===== config.mk =====
export PLATFORM = sky130hd
export DESIGN_NAME = ring_buffer_deque
export DESIGN_NICKNAME = d
export VERILOG_FILES = /design/src/hw/rtl/rbd_pkg.sv /design/src/hw/rtl/rbd_ram.sv /design/src/hw/rtl/ring_buffer_deque.sv
export SDC_FILE = /design/constraint.sdc
export NUM_CORES = 1
export LEC_CHECK = 0
export BUFFER_PORTS_ARGS = -buffer_cell sky130_fd_sc_hd__buf_4
export CAP_MARGIN = 20
export CORE_ASPECT_RATIO = 1.5
export CORE_MARGIN = 3
export CORE_UTILIZATION = 33
export CTS_CLUSTER_SIZE = 14
export DETAILED_ROUTE_END_ITERATION = 16
export PLACE_DENSITY = 0.6
export REMOVE_ABC_BUFFERS = 1
export SLEW_MARGIN = 25
export SYNTH_ARGS = -nofsm -noshare
export SYNTH_HDL_FRONTEND = slang
export SYNTH_HIERARCHICAL = 1
export SYNTH_SLANG_ARGS = --single-unit

===== constraint.sdc =====
create_clock -name clk_i -period 5.4 [get_ports clk_i]
set_clock_uncertainty 0.2 [all_clocks]
set_input_delay 0.54 -clock clk_i [delete_from_list [all_inputs] [get_ports clk_i]]
set_output_delay 0.54 -clock clk_i [all_outputs]
set_load 0.02 [all_outputs]

===== src/hw/rtl/rbd_pkg.sv =====
// Package with the opcode, status and field-width constants of the deque.
package rbd_pkg;

  localparam int unsigned OPCODE_W = 2;
  localparam int unsigned VALUE_W  = 32;
  localparam int unsigned STATUS_W = 2;
  localparam int unsigned COUNT_W  = 5;
  localparam int unsigned OUT_DATA_W = 40;

  localparam logic [OPCODE_W-1:0] OP_PUSH_TAIL = 2'd0;
  localparam logic [OPCODE_W-1:0] OP_POP_TAIL  = 2'd1;
  localparam logic [OPCODE_W-1:0] OP_PUSH_HEAD = 2'd2;
  localparam logic [OPCODE_W-1:0] OP_POP_HEAD  = 2'd3;

  localparam logic [STATUS_W-1:0] ST_OK    = 2'd0;
  localparam logic [STATUS_W-1:0] ST_EMPTY = 2'd1;
  localparam logic [STATUS_W-1:0] ST_FULL  = 2'd2;

endpackage


===== src/hw/rtl/rbd_ram.sv =====
// Generic single-port RAM with a registered read port.
module rbd_ram #(
  parameter int unsigned WIDTH = 32,
  parameter int unsigned DEPTH = 16
) (
  input  logic                     clk_i,
  input  logic                     we_i,
  input  logic                     re_i,
  input  logic [$clog2(DEPTH)-1:0] addr_i,
  input  logic [WIDTH-1:0]         wdata_i,
  output logic [WIDTH-1:0]         rdata_o
);

  logic [WIDTH-1:0] mem [DEPTH];

  always_ff @(posedge clk_i) begin
    if (we_i) begin
      mem[addr_i] <= wdata_i;
    end
    if (re_i) begin
      rdata_o <= mem[addr_i];
    end
  end

endmodule


===== src/hw/rtl/ring_buffer_deque.sv =====
// Double-ended queue held in a circular RAM, with a result stage on the output.
// Throughput: one item per cycle unless output stalls; each item makes at most one access to
// the single RAM port. Results pass the first stage and then the output register.
// The result register lets a new item enter while an earlier result waits.
// Reset clears head, tail, count and all valid flags; the RAM contents stay undefined.
module ring_buffer_deque #(
  parameter int unsigned CAPACITY   = 16,
  parameter int unsigned DATA_WIDTH = 32
) (
  input  logic                               clk_i,
  input  logic                               rst_ni,
  input  logic                               s_axis_tvalid,
  output logic                               s_axis_tready,
  // push_value[31:0]
  input  logic [rbd_pkg::VALUE_W-1:0]        s_axis_tdata,
  // opcode[1:0]
  input  logic [rbd_pkg::OPCODE_W-1:0]       s_axis_tuser,
  output logic                               m_axis_tvalid,
  input  logic                               m_axis_tready,
  // pop_value[31:0], entry_count[36:32], zero[39:37]
  output logic [rbd_pkg::OUT_DATA_W-1:0]     m_axis_tdata,
  // status[1:0]
  output logic [rbd_pkg::STATUS_W-1:0]       m_axis_tuser
);

  import rbd_pkg::*;

  localparam int unsigned IdxW   = $clog2(CAPACITY);
  localparam int unsigned CntW   = $clog2(CAPACITY + 1);
  localparam int unsigned StoreW = (DATA_WIDTH < VALUE_W) ? DATA_WIDTH : VALUE_W;
  localparam logic [IdxW-1:0] LastIdx = IdxW'(CAPACITY - 1);
  localparam logic [CntW-1:0] FullCnt = CntW'(CAPACITY);

  logic [IdxW-1:0] head_q, head_d, tail_q, tail_d;
  logic [CntW-1:0] count_q, count_d;
  logic [IdxW-1:0] head_inc, head_dec, tail_inc, tail_dec;
  logic            accept, is_full, is_empty;

  logic            ram_we, ram_re;
  logic [IdxW-1:0] ram_addr;
  logic [StoreW-1:0] ram_rdata;
  logic [STATUS_W-1:0] status_d;

  logic                s1_valid_q;
  logic [STATUS_W-1:0] s1_status_q;
  logic [CntW-1:0]     s1_count_q;
  logic                s1_pop_q;
  logic                s1_adv;

  logic                  out_valid_q;
  logic [OUT_DATA_W-1:0] out_data_q, out_data_d;
  logic [STATUS_W-1:0]   out_status_q;
  logic [CntW+COUNT_W-1:0]  count_ext;
  logic [VALUE_W+StoreW-1:0] value_ext;

  assign s1_adv        = s1_valid_q && (!out_valid_q || m_axis_tready);
  assign s_axis_tready = !s1_valid_q || s1_adv;
  assign accept        = s_axis_tvalid && s_axis_tready;

  assign is_full  = (count_q == FullCnt);
  assign is_empty = (count_q == '0);
  assign head_inc = (head_q == LastIdx) ? '0 : head_q + 1'b1;
  assign head_dec = (head_q == '0) ? LastIdx : head_q - 1'b1;
  assign tail_inc = (tail_q == LastIdx) ? '0 : tail_q + 1'b1;
  assign tail_dec = (tail_q == '0) ? LastIdx : tail_q - 1'b1;

  always_comb begin
    head_d   = head_q;
    tail_d   = tail_q;
    count_d  = count_q;
    ram_we   = 1'b0;
    ram_re   = 1'b0;
    ram_addr = tail_q;
    status_d = ST_OK;
    case (s_axis_tuser)
      OP_PUSH_TAIL: begin
        if (is_full) begin
          status_d = ST_FULL;
        end else begin
          ram_we   = accept;
          ram_addr = tail_q;
          tail_d   = tail_inc;
          count_d  = count_q + 1'b1;
        end
      end
      OP_POP_TAIL: begin
        if (is_empty) begin
          status_d = ST_EMPTY;
        end else begin
          ram_re   = accept;
          ram_addr = tail_dec;
          tail_d   = tail_dec;
          count_d  = count_q - 1'b1;
        end
      end
      OP_PUSH_HEAD: begin
        if (is_full) begin
          status_d = ST_FULL;
        end else begin
          ram_we   = accept;
          ram_addr = head_dec;
          head_d   = head_dec;
          count_d  = count_q + 1'b1;
        end
      end
      default: begin
        if (is_empty) begin
          status_d = ST_EMPTY;
        end else begin
          ram_re   = accept;
          ram_addr = head_q;
          head_d   = head_inc;
          count_d  = count_q - 1'b1;
        end
      end
    endcase
  end

  rbd_ram #(
    .WIDTH(StoreW),
    .DEPTH(CAPACITY)
  ) u_rbd_ram (
    .clk_i  (clk_i),
    .we_i   (ram_we),
    .re_i   (ram_re),
    .addr_i (ram_addr),
    .wdata_i(s_axis_tdata[StoreW-1:0]),
    .rdata_o(ram_rdata)
  );

  always_ff @(posedge clk_i or negedge rst_ni) begin
    if (!rst_ni) begin
      head_q      <= '0;
      tail_q      <= '0;
      count_q     <= '0;
      s1_valid_q  <= 1'b0;
      out_valid_q <= 1'b0;
    end else begin
      if (accept) begin
        head_q  <= head_d;
        tail_q  <= tail_d;
        count_q <= count_d;
      end
      if (accept) begin
        s1_valid_q <= 1'b1;
      end else if (s1_adv) begin
        s1_valid_q <= 1'b0;
      end
      if (s1_adv) begin
        out_valid_q <= 1'b1;
      end else if (m_axis_tready) begin
        out_valid_q <= 1'b0;
      end
    end
  end

  assign count_ext = {{COUNT_W{1'b0}}, s1_count_q};
  assign value_ext = {{VALUE_W{1'b0}}, ram_rdata};

  always_comb begin
    out_data_d = '0;
    out_data_d[COUNT_W+VALUE_W-1:VALUE_W] = count_ext[COUNT_W-1:0];
    if (s1_pop_q) begin
      out_data_d[VALUE_W-1:0] = value_ext[VALUE_W-1:0];
    end
  end

  always_ff @(posedge clk_i) begin
    if (accept) begin
      s1_status_q <= status_d;
      s1_count_q  <= count_d;
      s1_pop_q    <= ram_re;
    end
    if (s1_adv) begin
      out_data_q   <= out_data_d;
      out_status_q <= s1_status_q;
    end
  end

  assign m_axis_tvalid = out_valid_q;
  assign m_axis_tdata  = out_data_q;
  assign m_axis_tuser  = out_status_q;

endmodule


==> summary.txt <==
Synth
  – Synth unique cells: 55
  – Number of enable flip-flop cells after synthesis: 591
  – Gate Count Post-Synth: 1098
  – Syn Area/Cell: 21.2 um^2
  – Synth Register Bits: 606
  – Netlist Area Pre-Place: 0.0232 mm^2
  – Most common flop cell mapped by yosys: edfxtp_1
  – Asr flop ratio synth: 0.0248
  – Sequential area share after synthesis: 0.780
  – Synth Warn #: 6

Power and ir drop
  – Standby leakage power: 0.00859 uW
  – Worst vdd ir: 392 uV
  – Power Density: 473 mW/mm^2

STA
  – Worst setup margin: 0.886 ns
  – Fmax: 222 MHz
  – Slew Viols, Final: 0
  – # setup viols final: 0
  – Slew HR: 0.303
  – Fin crit share: 0.836
  – Fin. Hold Viols: 0
  – Clock period minus worst slack: 4.51 ns
  – Worst-Margin Slew: 1.05 ns
  – RSZ-0062 raised after global routing: false

Status
  – Status: finished, final reports clean

Cells and area
  – # diodes: 0
  – P&R area growth vs syn: 15.6%
  – Most frequent cells in the layout: edfxtp_1, mux4_2, buf_4
  – Area used by multi-input combinational logic: 0.00491 mm^2
  – FF/Latch Area: 0.0181 mm^2
  – Number of fill cells: 6210
  – Commonest non-fill, non-tap cell in the layout: edfxtp_1
  – # nets final: 1249
  – Layout cells sized above 1: 0.272
  – Post-route cell area: 0.0269 mm^2

Clock tree
  – TritonCTS clock tree: yes
  – Clock sink total: 606
  – Clock transition at the registers of the reported paths: 0.06 ns
  – Inserted Clock Buffers: 54
  – Root buf cell: clkbuf_16
  – Postcts setup bufs: 0
  – Post-CTS Resized: 0
  – H-tree levels: 2
  – CTS Hold Buffers Added: 2
  – Clock Latency Late Sink: 0.59 ns
  – CTS Buffer Depth: 3

Global routing
  – Largest net degree at the start of global routing: 95
  – GRT overflow: 0
  – Gr usage total: 0.136
  – Vias in the first global route: 11700
  – Initial antenna violation count: 0
  – First-pass GRT wire length: 76000 um

Route
  – Vias per cell: 5.07
  – Drc violations: 0
  – Wire per inst: 23.4 um
  – Pre-Repair DR Iteration Count: 4
  – Antenna Nets Post-Route: 0
  – Routed WL: 50100 um
  – Initial DRC count: 1022
  – Via count: 10900

Die
  – Die Ht: 331 um
  – IO Pins: 82
  – Die width: 223 um
  – Starting Density: 0.335
  – Die area: 0.0737 mm^2
  – Core Region: 0.0694 mm^2
  – Rows: 118

Setup path
  – Worst Setup Path Type: reg -> reg
  – Crit-path cells: inv_1 -> ha_1 -> or4b_4 -> o211a_1 -> o211ai_1 -> o221ai_1 -> or3b_2 -> nor2_4 -> buf_4
  – Crit path buf inv count: 2
  – Max stage delay on crit path: 0.69 ns
  – Worst-path maximum fanout: 20
  – CP top delay family: simple AND/OR/NAND/NOR gates
  – Worst setup EP type: register
  – Worst Path Arrival: 4.60 ns
  – Reg2reg setup slack: 0.89 ns
  – Worst EP required: 5.48 ns
  – Worst path slowest cell: or3b_2
  – Startpoint types: register

Min path
  – Worst hold path type: in -> reg

Placement
  – Routability congestion estimate: 0.783
  – Place WS: 0.899 ns
  – Detailed Place HPWL: 28000 um
  – PortBufs: 78
  – Post-DP Area: 0.0251 mm^2

Run
  – Max_cap viols: 0
==> area by class of cell <==
type	count	area share
sequential	606	0.674
multi-input combinational	417	0.183
clock buffer	78	0.0548
tap	900	0.0419
timing repair buffer	112	0.0357
clock inverter	16	0.00857
inverter	14	0.00196
==> synthesized netlist by cell type (all sizes together), types with 3 or more instances <==
| cell type | instances | area [um^2] |
|---|---|---|
| a211oi | 4 | 30.0 |
| a21oi | 11 | 55.1 |
| a22oi | 65 | 488 |
| a311oi | 3 | 26.3 |
| a31oi | 3 | 18.8 |
| and2 | 35 | 219 |
| and3 | 4 | 25.0 |
| buf | 28 | 199 |
| clkbuf | 35 | 131 |
| dfrtp | 15 | 375 |
| edfxtp | 591 | 17700 |
| ha | 6 | 75.1 |
| inv | 14 | 52.6 |
| mux2 | 5 | 60.1 |
| mux2i | 5 | 50.1 |
| mux4 | 128 | 2880 |
| nand2 | 44 | 165 |
| nand2b | 7 | 43.8 |
| nand3 | 8 | 40.0 |
| nand3b | 5 | 37.5 |
| nor2 | 25 | 93.8 |
| nor2b | 4 | 25.0 |
| nor3 | 10 | 50.1 |
| o211ai | 3 | 22.5 |
| o21ai | 6 | 30.0 |
| xnor2 | 6 | 52.6 |
==> worst paths after layout <==
path                                         to  cells past startpoint           from
hold reg to reg                m_axis_tdata[35]                      0  s1_count_q[3]
setup / recovery           u_rbd_ram/mem[1][16]                      9     count_q[0]
hold / removal                    m_axis_tvalid                      3  m_axis_tready
min in group asynchronous            count_q[2]                      2         rst_ni
setup reg to reg           u_rbd_ram/mem[1][16]                      9     count_q[0]
max in group asynchronous             head_q[2]                      2         rst_ni
==> worst register-to-register path, delay by kind of cell (launching register included) <==
family,cells,cell delay [ns]
AO/OA/AOI/OAI,3,0.80
adder cells (fa/ha/maj),1,0.27
buffers and inverters,2,0.48
AND/OR/NAND/NOR,3,2.03
flip-flops,1,0.43
==> layer usage <==
| metal | part of all wire | up-vias | global-route usage | wire [um] |
|---|---|---|---|---|
| met2 | 0.52 | 294 | 0.243 | 26100 |
| li1 | - | 4748 | - | - |
| met4 | 0.026 | 0 | 0.0411 | 1300 |
| met3 | 0.048 | 79 | 0.0234 | 2420 |
| met1 | 0.40 | 5750 | 0.171 | 20300 |
| met5 | 0 | - | 0 | 0 |
==> registers in the layout (all words and copies together) (netlist names), 4 cells and up <==
register and flops:
head_q 4, tail_q 4, s1_count_q 5, u_rbd_ram/rdata_o 32, count_q 5, u_rbd_ram/mem 512
m_axis_tdata 37
==> power breakdown <==
| group | switching [uW] | internal, uW |
|---|---|---|
| Sequential | 147 | 5590 |
| Combinational | 1800 | 1420 |
| Clock | 1620 | 2130 |
| Total | 3560 | 9140 |
==> stage by stage <==
step	hold slack [ns]	power, uW	instances	util	setup TNS, ns
after floorplan	0.0444	8270	1037	-	-6618.57
after global placement	0.204	9080	2047	0.362	0
after detailed placement	0.206	9110	2047	0.362	0
after CTS	0.0125	12900	2143	0.387	0
after global routing	0.0279	13300	2143	0.387	0
final	0.0330	12700	2143	0.387	0
==> logic make-up (layout without fill, tap and decap cells) <==
group,Yosys count,in the layout,synth area share
flops,606,606,0.780
simple gates,151,151,0.0337
mux,138,138,0.129
compound gates,112,112,0.0351
buf+inv,77,220,0.0165
xor+xnor,7,7,0.00264
fa+ha+maj,6,6,0.00323
other cells,1,3,0.000161
Power figures use the tool's default switching activity.
